File: config.mk
export PLATFORM = sky130hd
export DESIGN_NAME = ltinv_mem
export DESIGN_NICKNAME = d
export VERILOG_FILES = /design/src/hw/rtl/ltinv_pkg.sv /design/src/hw/rtl/ltinv_mem.sv
export SDC_FILE = /design/constraint.sdc
export NUM_CORES = 2
export LEC_CHECK = 0
export ABC_CLOCK_PERIOD_IN_PS = 7400
export BUFFER_PORTS_ARGS = -buffer_cell sky130_fd_sc_hd__buf_2
export CAP_MARGIN = 20
export CORE_MARGIN = 5
export CORE_UTILIZATION = 68
export CTS_BUF_LIST = sky130_fd_sc_hd__clkbuf_8 sky130_fd_sc_hd__clkbuf_16
export CTS_CLUSTER_DIAMETER = 30
export CTS_CLUSTER_SIZE = 16
export DETAILED_ROUTE_END_ITERATION = 8
export PLACE_DENSITY = 0.95
export SYNTH_ARGS = -nofsm -noshare
export SYNTH_HDL_FRONTEND = slang
export SYNTH_SLANG_ARGS = --single-unit
File: constraint.sdc
create_clock -name clk_i -period 7.4 [get_ports clk_i]
set_input_delay 0.74 -clock clk_i [delete_from_list [all_inputs] [get_ports clk_i]]
set_output_delay 0.74 -clock clk_i [all_outputs]
set_load 0.03 [all_outputs]
File: src/hw/rtl/ltinv_pkg.sv
// ----------------------------------------------------------------------------
// ltinv_pkg
// Shared widths, constants and interface structs of the lower-triangular
// matrix inverter.
// ----------------------------------------------------------------------------
package ltinv_pkg;

  localparam int unsigned MaxSize = 8;
  localparam int unsigned IdxW    = 3;              // row or column index
  localparam int unsigned AddrW   = 2 * IdxW;       // row * MaxSize + column
  localparam int unsigned DataW   = 32;
  localparam int unsigned AccW    = 64;
  localparam int unsigned SizeW   = 4;

  // Write port of the matrix store.
  typedef struct packed {
    logic             en;
    logic [AddrW-1:0] addr;
    logic [DataW-1:0] data;
  } mem_wr_t;

  // Request to the divider: quotient of a Q32.32 value by a Q16.16 value.
  typedef struct packed {
    logic                    start;
    logic signed [AccW-1:0]  dividend;
    logic signed [DataW-1:0] divisor;
  } div_req_t;

endpackage

File: src/hw/rtl/ltinv_mem.sv
// ----------------------------------------------------------------------------
// ltinv_mem
// Matrix store: one write port and two read ports, read data registered.
// ----------------------------------------------------------------------------
module ltinv_mem import ltinv_pkg::*; (
  input  logic             clk_i,
  input  mem_wr_t          wr_i,
  input  logic [AddrW-1:0] rd_a_addr_i,
  input  logic [AddrW-1:0] rd_b_addr_i,
  output logic [DataW-1:0] rd_a_data_o,
  output logic [DataW-1:0] rd_b_data_o
);

  logic [DataW-1:0] mem_q [2**AddrW];

  always_ff @(posedge clk_i) begin
    if (wr_i.en) begin
      mem_q[wr_i.addr] <= wr_i.data;
    end
  end

  always_ff @(posedge clk_i) begin
    rd_a_data_o <= mem_q[rd_a_addr_i];
    rd_b_data_o <= mem_q[rd_b_addr_i];
  end

endmodule

==> results.md, run 1 <==
- Root Driver: clkbuf_16
- Last stage reached: global routing
- Top-count cell post-synth: edfxtp_1
- Total gr overflow: 188
- Post-synth EDFFs: 2048
- Boundary pin count: roughly 120
- Synth top cells by count: 2048 x edfxtp_1, 1124 x mux4_2, 204 x mux2i_1
- Synthesized instance count: about 4400
- Port Buf Inserts: 115
- Most common flop cell mapped by yosys: edfxtp_1
- Dpl hpwl: 180.3 mm
- Asr flop ratio synth: 0%
- Initial antenna violation count: 124
- Post_cts resized: 0
- H-Tree Depth: 5
- Synth top area cells: edfxtp_1 64%, mux4_2 26%, mux2i_1 2.1%
- RePlAce Congestion: 0.9020
- Largest net degree at the start of global routing: ~110
- Die height: 385.1 microns
- Number of library cell types mapped by synthesis: 38
- Die W: 385.1 microns
- Tot GR Track Use: 79.96%
- Clk buf depth: 4
- Initial Util: 68.47%
- Err: [ERROR GRT-0232] Routing congestion too high. Check the congestion heatmap in the GUI.
- Post-CTS Setup Bufs: 0
- Post-synth top area share: 64.29%
- Seq/Total Area, Yosys: 65.63%
- Synthesized area: 0.09566 sq mm
- Synth Register Bits: 2112
- Num CTS Buffers: 389
- Area leader, netlist: edfxtp_1
- CTS Hold Buffers Added: 0
- Syn nets: between 4000 and 5000
- Sink Count: 2112
- Avg Inst Size Synth: around 22 sq um
- Core Rows: 137
- Status: did not finish
- Synthesis Warnings: 0
cell families after synthesis:
| logic type | after synthesis | share of synthesized area, % |
|---|---|---|
| buf+inv | 348 | 1.826 |
| mux | 1364 | 29.02 |
| compound gates | 340 | 2.392 |
| simple gates | 248 | 1.133 |
| flops | 2112 | 65.63 |
metal layers:
metal / track usage (%) / overflow
met2: 89.56 / 70
met3: 75.41 / 26
met5: 62.83 / 1
met4: 74.60 / 71
met1: 78.09 / 20
through the flow:
step	cell area [sq um]	setup slack, ns	hold WS, ns	instances
4_1_cts	111800	3.907	0.4550	6877
3_5_place_dp	98540	3.086	0.9053	6178
2_1_floorplan	95660	3.469	0.7805	4412
3_3_place_gp	98540	3.156	0.8758	6178
==> run 2: changes to the inputs <==
CORE_UTILIZATION = 40   (was 68)
CTS_BUF_LIST = default   (was sky130_fd_sc_hd__clkbuf_8 sky130_fd_sc_hd__clkbuf_16)
CTS_CLUSTER_DIAMETER = default   (was 30)
CTS_CLUSTER_SIZE = default   (was 16)
PLACE_DENSITY = default   (was 0.95)
PLACE_DENSITY_LB_ADDON = 0.15   (was default)
==> run 2 against run 1 <==
  * The run now ends clean
  * Area after synthesis unchanged
  * Synthesized cell count unchanged
==> results.md, run 2 <==
- Tmin final: roughly 3.6 ns
- Top flop regs: mem_q (2048), rd_a_data_o (32), rd_b_data_o (32)
- CTS clk-pin slew, worst paths: 0.06 ns
- RePlAce Congestion: 0.7756
- RSZ-0062 raised after global routing: no
- Num CTS Buffers: ~230
- Drt drc: 0
- CP Capture Type: flop
- Area of the multi-input gates: between 0.03 and 0.04 sq mm
- Boundary pin count: between 100 and 150
- Clk_lat worst skew: 0.88 ns
- Final Setup Violations: 0
- Die area: 0.2490 sq mm
- Final non-filler cell total: slightly below 8000
- Tot GR Track Use: between 20% and 30%
- Syn nets: 4464
- Crit share post-route: about half
- Most common cell after layout, fill and taps aside: edfxtp_1
- Initial antenna violation count: 32
- Vias in the first global route: 52280
- Post-synth EDFFs: 2048
- Cell Chain, Critical Path: buf_8 -> buf_4 -> buf_4 -> mux4_2 -> mux2_2 -> o211ai_1 -> a21oi_1
- Storage cell area: 0.06278 sq mm
- Top-count cell post-synth: edfxtp_1
- Sink Count: 2112
- Most common flop cell mapped by yosys: edfxtp_1
- First-pass GRT wire length: 432.4 mm
- Worst Setup Start Kind: primary input
- TritonCTS clock tree: done
- Slowest stage cell, crit path: buf_4
- MaxCap Viol Count: 0
- Pins Over Slew Limit: 0
- Antenna viol nets, final: 0
- Worst path required time: 8.12 ns
- Post-CTS Setup Bufs: 0
- Fin Setup TNS: 0 ns
- Synth top cells by count: 2048 x edfxtp_1, 1124 x mux4_2, 204 x mux2i_1
- Fill cells: 19790
- Placed cells: roughly 7500
- Synthesized area: ~0.096 sq mm
- Max reg flops: roughly 2000
- Maximum fanout along the worst path: 83
- Asr flop ratio synth: 0%
- Layout cells sized above 1: 39.63%
- Post-synth top area share: 64.29%
- Relative slew slack: 16.64%
- Core box area: roughly 0.24 sq mm
- Most frequent cells in the layout: 2048 x edfxtp_1, 1124 x mux4_2, 227 x clkbuf_16
- Root Driver: clkbuf_16
- Clk buf depth: 3
- H-Tree Depth: 4
- CTS Hold Buffers Added: 0
- Port Buf Inserts: 115
- Seq/Total Area, Yosys: around 66%
- Final hold vios: 0
- Via density: 6.476
- VDD IR max: 0.0002353 V
- Worst Hold Class: in -> reg
- Synthesis Warnings: 0
- Pleak: 0.03389 uW
- Core Rows: 179
- DRT Pass-1 Iters: 6
- Largest Register: mem_q
- Post_cts resized: 0
- Via Count: just over 50000
- Initial Util: 40.22%
- First-iteration detailed-routing DRC count: approximately 6700
- PD cells: 251.0 mW/mm^2
- Largest net degree at the start of global routing: 116
- Fmax: 276.5 MHz
- Area after DPL: ~0.10 sq mm
- Worst Skew: 0.02963 ns
- Dpl hpwl: 171.0 mm
- Routed wire length: 316.0 mm
- Synth Register Bits: about 2100
- Wirelength per Cell: 39.69 microns
- CP max stage delay: 0.77 ns
- Worst path arrival time: around 4.3 ns
- Final Cell Area: 0.1086 sq mm
- Area growth syn-to-layout: 13.52%
- Avg Inst Size Synth: approximately 22 sq um
- Crit path top cell by count: buf_4
- Die height: 499.0 microns
- Total gr overflow: 0
- Area leader, netlist: edfxtp_1
- Number of library cell types mapped by synthesis: 38
- Final #Nets: 4642
- Status: completed
- Die W: 499.0 microns
- Total power draw: 27260 uW
- Synth top area cells: edfxtp_1 64%, mux4_2 26%, mux2i_1 2.1%
- Crit Path Class: in -> reg
- Synthesized instance count: 4412
- Least-Margin Pin Slew: approximately 1.3 ns
==> run 2: final timing paths <==
check / from / end / slack [ns] / cells after the start
worst max-delay path: rd_b_addr_i[1] / rd_b_data_o[16]$_DFF_P_ / 3.78 / 7
worst min register to register: mem_q[36][20]$_DFFE_PP_ / rd_a_data_o[20]$_DFF_P_ / 0.83 / 4
worst min-delay path: wr_i[17] / mem_q[43][17]$_DFFE_PP_ / 0.22 / 1
worst max register to register: mem_q[63][3]$_DFFE_PP_ / rd_a_data_o[3]$_DFF_P_ / 4.78 / 4
==> run 2: layer usage <==
layer | up-vias | part of all wire (%) | GRT usage (%)
met5 | - | 0.047 | 0
met4 | 22 | 3.2 | 7.480
met3 | 490 | 8.9 | 5.327
met2 | 2560 | 47 | 39.64
met1 | 28580 | 41 | 35.19
li1 | 19900 | - | -
==> run 2: metrics by stage <==
| stage | setup slack [ns] | hold WS (ns) | utilization, % |
|---|---|---|---|
| 2_1_floorplan | 3.469 | 0.7805 | - |
| 3_3_place_gp | 2.863 | 0.8406 | 42.25 |
| 3_5_place_dp | 2.963 | 0.8263 | 42.25 |
| 4_1_cts | 3.900 | 0.4063 | 45.45 |
| 5_1_grt | 3.644 | 0.1746 | 45.65 |
| 6_report | 3.783 | 0.2188 | 45.66 |
==> run 2: power breakdown <==
part	total, uW	leakage, uW	internal (uW)	switching [uW]
sequential	13300	0.0190	13200	97.4
combinational	2270	0.0112	891	1380
clock	11600	0.00373	6780	4860
==> run 2: area by class of cell <==
cell class	count	area share, %
Clock inverter	150	1.463
Sequential cell	2112	57.81
Multi-Input combinational cell	1952	29.15
Inverter	1	0.003457
Clock buffer	276	5.539
Antenna cell	4	0.009218
Timing Repair Buffer	298	2.377
Tap cell	3167	3.649
==> run 2: kinds of logic after synthesis <==
logic type / count (synthesis) / synth area share (%)
and+or+nand+nor: 248 / 1.133
AOI/OAI and AO/OA: 340 / 2.392
muxes: 1364 / 29.02
buffers and inverters: 348 / 1.826
DFF: 2112 / 65.63
==> run 2: worst max-delay path: cells and delay by family <==
family / cells / cell delay [ns]
AO/OA/AOI/OAI: 2 / 0.74
buffers and inverters: 3 / 1.92
multiplexers: 2 / 0.69
No activity file was read; power rests on OpenSTA's default activity.
