[src/hw/rtl/ltinv_pkg.sv]
// ----------------------------------------------------------------------------
// ltinv_pkg
// Shared widths, constants and interface structs of the lower-triangular
// matrix inverter.
// ----------------------------------------------------------------------------
package ltinv_pkg;

  localparam int unsigned MaxSize = 8;
  localparam int unsigned IdxW    = 3;              // row or column index
  localparam int unsigned AddrW   = 2 * IdxW;       // row * MaxSize + column
  localparam int unsigned DataW   = 32;
  localparam int unsigned AccW    = 64;
  localparam int unsigned SizeW   = 4;

  // Write port of the matrix store.
  typedef struct packed {
    logic             en;
    logic [AddrW-1:0] addr;
    logic [DataW-1:0] data;
  } mem_wr_t;

  // Request to the divider: quotient of a Q32.32 value by a Q16.16 value.
  typedef struct packed {
    logic                    start;
    logic signed [AccW-1:0]  dividend;
    logic signed [DataW-1:0] divisor;
  } div_req_t;

endpackage

[src/hw/rtl/ltinv_div.sv]
// ----------------------------------------------------------------------------
// ltinv_div
// Signed restoring divider, one quotient bit per cycle. Truncates toward
// zero and saturates the quotient to 32 bits signed.
// ----------------------------------------------------------------------------
module ltinv_div import ltinv_pkg::*; (
  input  logic             clk_i,
  input  logic             rst_ni,
  input  div_req_t         req_i,
  output logic             done_o,
  output logic [DataW-1:0] result_o
);

  localparam int unsigned CntW = $clog2(AccW);

  logic              run_q;
  logic [CntW-1:0]   cnt_q;
  logic [AccW-1:0]   quo_q;
  logic [DataW-1:0]  rem_q;
  logic [DataW-1:0]  dvs_q;
  logic              neg_q;
  logic [DataW:0]    trial;
  logic              fits;
  logic [AccW-1:0]   quo_d;
  logic [DataW-1:0]  rem_d;
  logic [DataW-1:0]  res_d;

  always_comb begin
    trial = {rem_q, quo_q[AccW-1]};
    fits  = trial >= {1'b0, dvs_q};
    rem_d = fits ? DataW'(trial - {1'b0, dvs_q}) : trial[DataW-1:0];
    quo_d = {quo_q[AccW-2:0], fits};
    // Final saturation of the magnitude with its sign.
    if (neg_q) begin
      if (quo_d > {{(AccW-DataW){1'b0}}, 1'b1, {(DataW-1){1'b0}}}) begin
        res_d = {1'b1, {(DataW-1){1'b0}}};
      end else begin
        res_d = DataW'(-quo_d[DataW-1:0]);
      end
    end else begin
      if (quo_d > {{(AccW-DataW+1){1'b0}}, {(DataW-1){1'b1}}}) begin
        res_d = {1'b0, {(DataW-1){1'b1}}};
      end else begin
        res_d = quo_d[DataW-1:0];
      end
    end
  end

  always_ff @(posedge clk_i or negedge rst_ni) begin
    if (!rst_ni) begin
      run_q  <= 1'b0;
      cnt_q  <= '0;
      done_o <= 1'b0;
    end else begin
      done_o <= 1'b0;
      if (req_i.start) begin
        run_q <= 1'b1;
        cnt_q <= '0;
      end else if (run_q) begin
        cnt_q <= cnt_q + 1'b1;
        if (cnt_q == CntW'(AccW - 1)) begin
          run_q  <= 1'b0;
          done_o <= 1'b1;
        end
      end
    end
  end

  always_ff @(posedge clk_i) begin
    if (req_i.start) begin
      quo_q <= req_i.dividend[AccW-1] ? AccW'(-req_i.dividend) : req_i.dividend;
      dvs_q <= req_i.divisor[DataW-1] ? DataW'(-req_i.divisor) : req_i.divisor;
      neg_q <= req_i.dividend[AccW-1] ^ req_i.divisor[DataW-1];
      rem_q <= '0;
    end else if (run_q) begin
      quo_q <= quo_d;
      rem_q <= rem_d;
      if (cnt_q == CntW'(AccW - 1)) begin
        result_o <= res_d;
      end
    end
  end

  assert property (@(posedge clk_i) disable iff (!rst_ni) req_i.start |-> !run_q)
    else $error("divider started while running");
  assert property (@(posedge clk_i) disable iff (!rst_ni) done_o |-> !run_q)
    else $error("divider done while still running");
  assert property (@(posedge clk_i) disable iff (!rst_ni) req_i.start |=> run_q)
    else $error("divider did not begin");

endmodule

[config.mk]
export PLATFORM = sky130hd
export DESIGN_NAME = ltinv_div
export DESIGN_NICKNAME = d
export VERILOG_FILES = /design/src/hw/rtl/ltinv_pkg.sv /design/src/hw/rtl/ltinv_div.sv
export SDC_FILE = /design/constraint.sdc
export NUM_CORES = 1
export LEC_CHECK = 0
export BUFFER_PORTS_ARGS = -buffer_cell sky130_fd_sc_hd__buf_4
export CAP_MARGIN = 0
export CORE_ASPECT_RATIO = 0.9
export CORE_UTILIZATION = 45
export DETAILED_ROUTE_END_ITERATION = 7
export GPL_ROUTABILITY_DRIVEN = 0
export PLACE_DENSITY = 0.64
export SYNTH_ARGS = -nofsm -noshare
export SYNTH_HDL_FRONTEND = slang
export SYNTH_SLANG_ARGS = --single-unit
[constraint.sdc]
create_clock -name clk_i -period 8.7 [get_ports clk_i]
set_input_delay 1.305 -clock clk_i [delete_from_list [all_inputs] [get_ports clk_i]]
set_output_delay 1.305 -clock clk_i [all_outputs]
set_load 0.01 [all_outputs]
== After elaboration in Yosys (flattened, before gate mapping) ==
Cells that the tools add are included.
Widths: inputs -> output; s select.

* Memories: 0
* Logic and storage cells: 38
* Memory bits (writable): 0
* Input bits: 99
* Output and inout bits: 33
* ROM bits: 0
* Latch bits: 0
* Flip-flop bits (word level): 169

* Div/mod/pow operators: 0
* Multipliers: 0
* Equality and inequality tests: 1
* Shift-type cells: 0
* Add/subtract/negate cells: 5
* Reductions and logical operators: 2
* Magnitude comparators: 3
* Bitwise logic cells: 2
* Multiplexer cells: 16

{| class="wikitable"
|+ Operators by type and width
! kind !! number
|-
| $mux 64 || 3
|-
| $mux 32 || 4
|-
| $gt 64x31->1 const B || 1
|-
| $gt 64x32->1 const B || 1
|-
| $neg 32->32 || 2
|-
| $neg 64->64 || 1
|-
| $ge 33x32->1 || 1
|-
| $sub 32x32->32 || 1
|-
| $mux 31 || 1
|-
| $mux 6 || 2
|-
| $add 6x1->6 const B || 1
|-
| $eq 6x6->1 const B || 1
|-
| $mux 1 || 6
|-
| $reduce_and 3->1 || 1
|-
| $reduce_bool 2->1 || 1
|-
| $not 1->1 || 1
|-
| $xor 1x1->1 || 1
|}

== Depth between registers and ports, before layout ==
Gate-level depths: netlist (run 1).

* Depth after elaboration: 4
* Mapped depth: 22
* Gate-level depth less buffers: 18

== Worst setup path after synthesis (run 1) ==
Ideal clock, no wire load.

* Path type: flip-flop to flip-flop
* Start: register dvs_q[1]
* End: register result_o[17] (data pin)
* Path buffers: 3
* Required time: 8.439 ns
* Arrival: 4.283 ns
* Setup slack: 4.156 ns
* Clock period less this slack: 4.544 ns
* Cell stages (with the launch flop): 21
* Library setup time: 0.261 ns
* Cells stage by stage: edfxtp_1 -> inv_1 -> ha_1 -> nor2b_1 -> o2111ai_1 -> a211oi_1 -> o2111ai_1 -> a31o_2 -> o41ai_2 -> inv_1 -> clkbuf_1 -> buf_1 -> ha_1 -> nand3_1 -> nor3_1 -> nand3_1 -> nor2_1 -> o21ai_0 -> clkbuf_1 -> o21ai_0 -> a221o_1

* Cells in the longest elaborated chain, start to end: 4
* Elaborated cells between the ends (all ways): 7
* Those cells by class: add/sub (1); order compare (3); mux (3)

{| class="wikitable"
|+ RTL lines
! item !! line !! source
|-
| from (decl) || ltinv_div.sv:20 || <nowiki>logic [DataW-1:0] dvs_q;</nowiki>
|-
| from (signal assigned) || ltinv_div.sv:72 || <nowiki>dvs_q <= req_i.divisor[DataW-1] ? DataW'(-req_i.divisor) : req_i.divisor;</nowiki>
|-
| $ge 33x32->1 (*) || ltinv_div.sv:30 || <nowiki>fits = trial >= {1'b0, dvs_q};</nowiki>
|-
| $gt 64x31->1, or another cell as far along || ltinv_div.sv:41 || <nowiki>if (quo_d > {{(AccW-DataW+1){1'b0}}, {(DataW-1){1'b1}}}) begin</nowiki>
|-
| $mux 32, on equally long branches || ltinv_div.sv:41, ltinv_div.sv:35 ||
|-
| $mux 32 (*) || ltinv_div.sv:34 || <nowiki>if (neg_q) begin</nowiki>
|-
| via res_d[17] || ltinv_div.sv:26 || <nowiki>logic [DataW-1:0] res_d;</nowiki>
|-
| to (signal assigned) || ltinv_div.sv:79 || <nowiki>result_o <= res_d;</nowiki>
|-
| to (decl) || ltinv_div.sv:11 || <nowiki>output logic [DataW-1:0] result_o</nowiki>
|}

The timed path passes the listed nets; every way through them passes the cells marked *.
A chain may end at the register's enable or synchronous reset.

== Worst setup path in the final report (run 1) ==
* Start: register dvs_q[1]
* End: register result_o[22] (data pin)

The elaborated chain is that of the path after synthesis.

==> metrics.cfg, run 1 <==
[floorplan]
io_pins=132
die_w_um=170
core_area_sq_um=24500
die_y_um=153
initial_utilization_pct=46.3
rows=54
die_area_sq_um=25900

[timing]
slew_headroom_pct=45.1
rsz0062_at_grt=no
timing.fmax_ghz=0.186
finalSetupTns_ps=0
period_needed_ps=5370
setup_viol=0
slew_violations=0
hold_viol=0
worst_pin_slew_ps=818
fin_crit_sh_pct=61.7
fin_worst_skew_ps=12.0
hold_ws_ps=504

[logic_synthesis]
synth_top_area_share_pct=34.1
synth_common_cells=156 x nor2_1, 133 x a21oi_1, 129 x edfxtp_1
synth_top_area_cell=edfxtp_1
syn-num-nets=1409
syn_area_per_cell_sq_um=8.93
syn-cell-area_sq_um=11400
yosysWarnings=0
synth-edff-count=129
yosys-top-cells-area=edfxtp_1 34%, a21oi_1 5.9%, xor2_1 5.9%
ys_types=68
ys_seq_area_share_pct=41.5
synth.most_common_cell=nor2_1
async_flop_share_pct=4.73
netlist_instances=1273
yosys_register_bits=169
synth-main-ff-cell=edfxtp_1

[global_route]
grt_pass1_wl_um=47600
grt_overflow=0
grt_use_total_pct=23.1
grt_pass1_vias=9115
antenna_found_initial=0
grt_start_max_net_pins=89

[clocking]
postCtsResizedCells=0
hold_buffers=0
postCtsSetupBuffers=0
insertion_delay_ps=440
path_clk_slew_ps=70
cts_root_buffer=clkbuf_16
cts-buffers-inserted=17
clock-sinks=169
cts_max_level=4
cts_tree=yes
cts_buffer_depth=2

[cells_and_area]
regArea_sq_um=4720
area.growth.synth_to_final_pct=15.8
layout.nets=1503
n_fill_cell=2262
antenna_cells=0
layout-drive-gt1-share_pct=14.5
stdcell_count=1715
multi_input_area_sq_um=6210

[drt]
postRouteAntennaNets=0
detail_route.wl_per_cell_um=16.9
via_per_inst=5.75
first_iter_violations=817
num_vias=9858
first_pass_iters=5
totalWireLength_um=29000
drc=0

[worst_setup_path]
end_kind=flip-flop
rr_startpoint=dvs_q[1]
crit_required_ps=8920
critical_path_peak_fanout=50
path_class=flip-flop to flip-flop
startpoint=dvs_q[1]
start_kind=flip-flop
reg2reg_slack_ps=3330
arrival_ps=5590
rr_worst_depth=18

[pwr]
p_leak_nw=5.09
power.density_nw_per_um2=209
worst_ir_drop_vdd_uv=146

[outcome]
outcome=completed

[flow_run]
drv_cap=0

[worst_hold_path]
hold_depth=2
hold_start=rem_q[30]
min_path_type=flip-flop to flip-flop

[placed_design]
placed_cells=1684
dp_hpwl_um=21100
portBuffers=131

==> routing by layer <==
metal  GRT usage, %  vias up  part of all wire, %
met5              0        -                    0
met4           7.76        0                  2.1
met3           3.87       34                  5.8
met2           33.9      305                   44
met1           34.1     4639                   49
li1               -     4880                    -
==> per-stage QoR <==
step | worst slack, ps | total power, mW | utilization (%) | instance area (sq um)
after floorplan | 4160 | 1.76 | - | 11400
after global placement | 3710 | 2.02 | 51.4 | 12600
after detailed placement | 3420 | 2.03 | 51.4 | 12600
after CTS | 3440 | 2.75 | 53.6 | 13200
after global routing | 2740 | 2.92 | 53.6 | 13200
final | 3330 | 2.75 | 53.6 | 13200
==> cell type report <==
cell class / instances / share of cell area [%]
inverter: 55 / 1.57
clock buffer: 17 / 3.23
clock inverter: 14 / 0.942
multi-input combinational: 984 / 47.2
tap: 336 / 3.20
timing repair buffer: 140 / 8.02
sequential: 169 / 35.8
==> sequential cells by signal (all words and copies together) (netlist names) <==
register	count
cnt_q	6
result_o	32
dvs_q	32
done_o	1
run_q	1
rem_q	32
neg_q	1
quo_q	64
==> kinds of logic after synthesis <==
logic type                 Yosys count  synth area share (%)
xor gates and xnor gates           119                  9.17
adders and majority gates           37                  4.14
AOI/OAI and AO/OA                  365                  20.7
and+or+nand+nor                    449                  19.3
DFF                                169                  41.5
buffers and inverters              120                  3.97
muxes                               14                  1.26
==> power breakdown <==
part	switching (mW)	total [mW]	leakage (nW)	internal (mW)
clock network	0.329	0.723	0.261	0.394
registers	0.0963	1.09	1.63	0.992
logic	0.553	0.942	3.21	0.389
total	0.978	2.75	5.09	1.77
==> placed cells by master, fill, tap and decap left out, types with 26 or more instances in the layout <==
cell type	count
dfxtp_1	32
a211oi_1	26
nand2_1	105
xnor2_1	43
o21ai_0	60
nor3_1	27
inv_1	54
edfxtp_1	129
buf_4	139
xor2_1	76
ha_1	36
o31ai_1	34
a21oi_1	133
nor2_1	156
==> worst paths after layout <==
kind,endpoint
setup / recovery,result_o[22]
hold / removal,rem_q[30]
setup reg to reg,result_o[22]
hold reg to reg,rem_q[30]
max in group asynchronous,run_q
min in group asynchronous,cnt_q[0]
==> worst max-delay path: stages (launching register included) <==
cell and delay [ps]:
edfxtp_1 420, inv_1 80, ha_1 230, nor2b_1 140, o2111ai_1 210, a211oi_1 160
o2111ai_1 350, a31o_2 300, o41ai_4 100, inv_1 70, buf_4 470, ha_1 330
nand3_1 220, nor3_1 400, nand3_1 180, nor2_1 180, o21a_1 370, nand2_1 420
o311ai_0 490
Note: power is estimated with default switching activity, not from simulation.
==> inputs of run 2 (changes only) <==
==> constraint.sdc (replaced) <==
create_clock -name clk_i -period 5.4 [get_ports clk_i]
set_input_delay 0.81 -clock clk_i [delete_from_list [all_inputs] [get_ports clk_i]]
set_output_delay 0.81 -clock clk_i [all_outputs]
set_load 0.01 [all_outputs]
==> run 2 against run 1 <==
Count of clock-buffer cells in the layout rose by 2; worst setup slack got worse by 2700 ps; total power rose by 65%; sequential share of layout area fell by 0.13 points; critical path type unchanged.
==> metrics.cfg, run 2 (same netlist as run 1, synthesis figures left out) <==
[outcome]
outcome=completed

[drt]
totalWireLength_um=29300  ; +1.0%
first_pass_iters=5  ; unchanged
drc=0  ; unchanged
num_vias=9830  ; -0.28%
postRouteAntennaNets=0  ; unchanged
detail_route.wl_per_cell_um=17.1  ; +1.0%
first_iter_violations=657  ; -20%
via_per_inst=5.73  ; -0.28%

[floorplan]
die_area_sq_um=25900  ; unchanged
io_pins=132  ; unchanged
rows=54  ; unchanged
die_w_um=170  ; unchanged
die_y_um=153  ; unchanged
initial_utilization_pct=46.3  ; unchanged
core_area_sq_um=24500  ; unchanged

[cells_and_area]
largest_reg_flops=64  ; unchanged
layout.nets=1503  ; unchanged
antenna_cells=0  ; unchanged
fin_util_pct=53.8  ; +0.19 points
layout-drive-gt1-share_pct=14.5  ; unchanged
area.growth.synth_to_final_pct=16.2
final_common_cell=nor2_1
largest_register=quo_q
layout_common_cells=156 x nor2_1, 139 x buf_4, 133 x a21oi_1
n_fill_cell=2316  ; +2.4%

[timing]
slew_headroom_pct=33.8  ; -11 points
hold_viol=0  ; unchanged
fin_crit_sh_pct=88.8  ; +27 points
setup_viol=0  ; unchanged
timing.fmax_ghz=0.209  ; +12%
finalSetupTns_ps=0  ; unchanged
slew_violations=0  ; unchanged
hold_ws_ps=185  ; -319 ps
worst_pin_slew_ps=992  ; +175 ps
rsz0062_at_grt=no
fin_worst_skew_ps=11.6  ; -0.394 ps
period_needed_ps=4790  ; -577 ps

[global_route]
grt_pass1_vias=8974  ; -1.5%
grt_pass1_wl_um=47300  ; -0.59%
grt_overflow=0  ; unchanged
antenna_found_initial=0  ; unchanged
grt_use_total_pct=23.0  ; -0.10 points
grt_start_max_net_pins=109  ; +22%

[flow_run]
drv_cap=0  ; unchanged

[worst_setup_path]
start_kind=flip-flop
path_class=flip-flop to flip-flop
arrival_ps=4980  ; -610 ps
reg2reg_slack_ps=610  ; -2720 ps
rr_worst_depth=18  ; unchanged
rr_startpoint=dvs_q[1]
end_kind=flip-flop
critical_path_peak_fanout=15  ; -70%
rr_endpoint=result_o[17]
crit_required_ps=5590  ; -3330 ps

[pwr]
p_leak_nw=5.12  ; +0.49%
worst_ir_drop_vdd_uv=293  ; +100%
power.density_nw_per_um2=345  ; +65%

[placed_design]
dp_hpwl_um=21100  ; about the same
portBuffers=131  ; unchanged

[clocking]
insertion_delay_ps=440  ; about the same
path_clk_slew_ps=70  ; about the same
cts-buffers-inserted=17  ; unchanged
cts_tree=yes
postCtsResizedCells=0  ; unchanged
cts_root_buffer=clkbuf_16
cts_max_level=4  ; unchanged
postCtsSetupBuffers=0  ; unchanged
cts_buffer_depth=2  ; unchanged
hold_buffers=0  ; unchanged
clock-sinks=169  ; unchanged

[worst_hold_path]
min_path_type=input port to async pin

## run 2: cell types whose count changed in the layout (fill, tap and decap cells not counted), sizes merged
cell      before  now
bufinv         1    3
clkbuf        17   19
clkinvlp       3    2
clkinv         5    2
## run 2: cell type report
cell class	instances	area, sq um	share of cell area [%]
Inverter	55	206	1.56
Clock buffer	19	433	3.28
Clock inverter	12	163	1.23
Timing Repair Buffer	140	1050	7.99
Sequential cell	169	4720	35.7
Tap cell	336	420	3.18
Multi-Input combinational cell	984	6210	47.0
## run 2: per-stage QoR
step	setup slack, ps	instance area (sq um)	total power, mW	instances
6_report	607	13200	4.55	1715
5_1_grt	203	13200	4.81	1715
2_1_floorplan	856	11400	2.84	1273
4_1_cts	695	13200	4.55	1715
3_5_place_dp	781	12600	3.26	1684
3_3_place_gp	917	12600	3.26	1684
## run 2: power breakdown
| part | total, mW | switching (mW) | leakage (nW) | internal (mW) |
|---|---|---|---|---|
| registers | 1.75 | 0.150 | 1.63 | 1.60 |
| logic | 1.52 | 0.894 | 3.21 | 0.627 |
| clock network | 1.28 | 0.548 | 0.286 | 0.734 |
## run 2: how the worst max path moves through the flow
stage / depth (start not counted) / slack [ps] / endpoint / from
global placement: 18 / 920 / result_o[17] / dvs_q[1]
floorplan: 20 / 860 / result_o[17] / dvs_q[1]
finish: 18 / 610 / result_o[17] / dvs_q[1]
CTS: 18 / 700 / result_o[17] / dvs_q[1]
global route: 17 / 200 / result_o[22] / dvs_q[1]
detailed placement: 18 / 780 / result_o[17] / dvs_q[1]
## run 2: routing by layer
metal  track usage (%)  routed length (um)  vias to the layer above
li1                  -                   -                     4880
met1              34.2               14500                     4625
met2              33.9               12700                      281
met3              3.48                1550                       44
met4              7.29                 603                        0
met5                 0                   0                        -
## run 2: worst max-delay path, cell delays in order, from the launching register on
cell and delay, ps:
edfxtp_1 390, inv_1 70, ha_1 290, nor2b_1 190, o2111ai_1 150, a211oi_1 370
o2111ai_1 260, a31o_2 340, o41ai_4 360, inv_1 100, ha_1 250, nand3_1 210
nor3_1 120, nand3_1 130, nor2_1 70, o21a_1 310, nand2_1 490, nor2_1 80
a221o_1 350
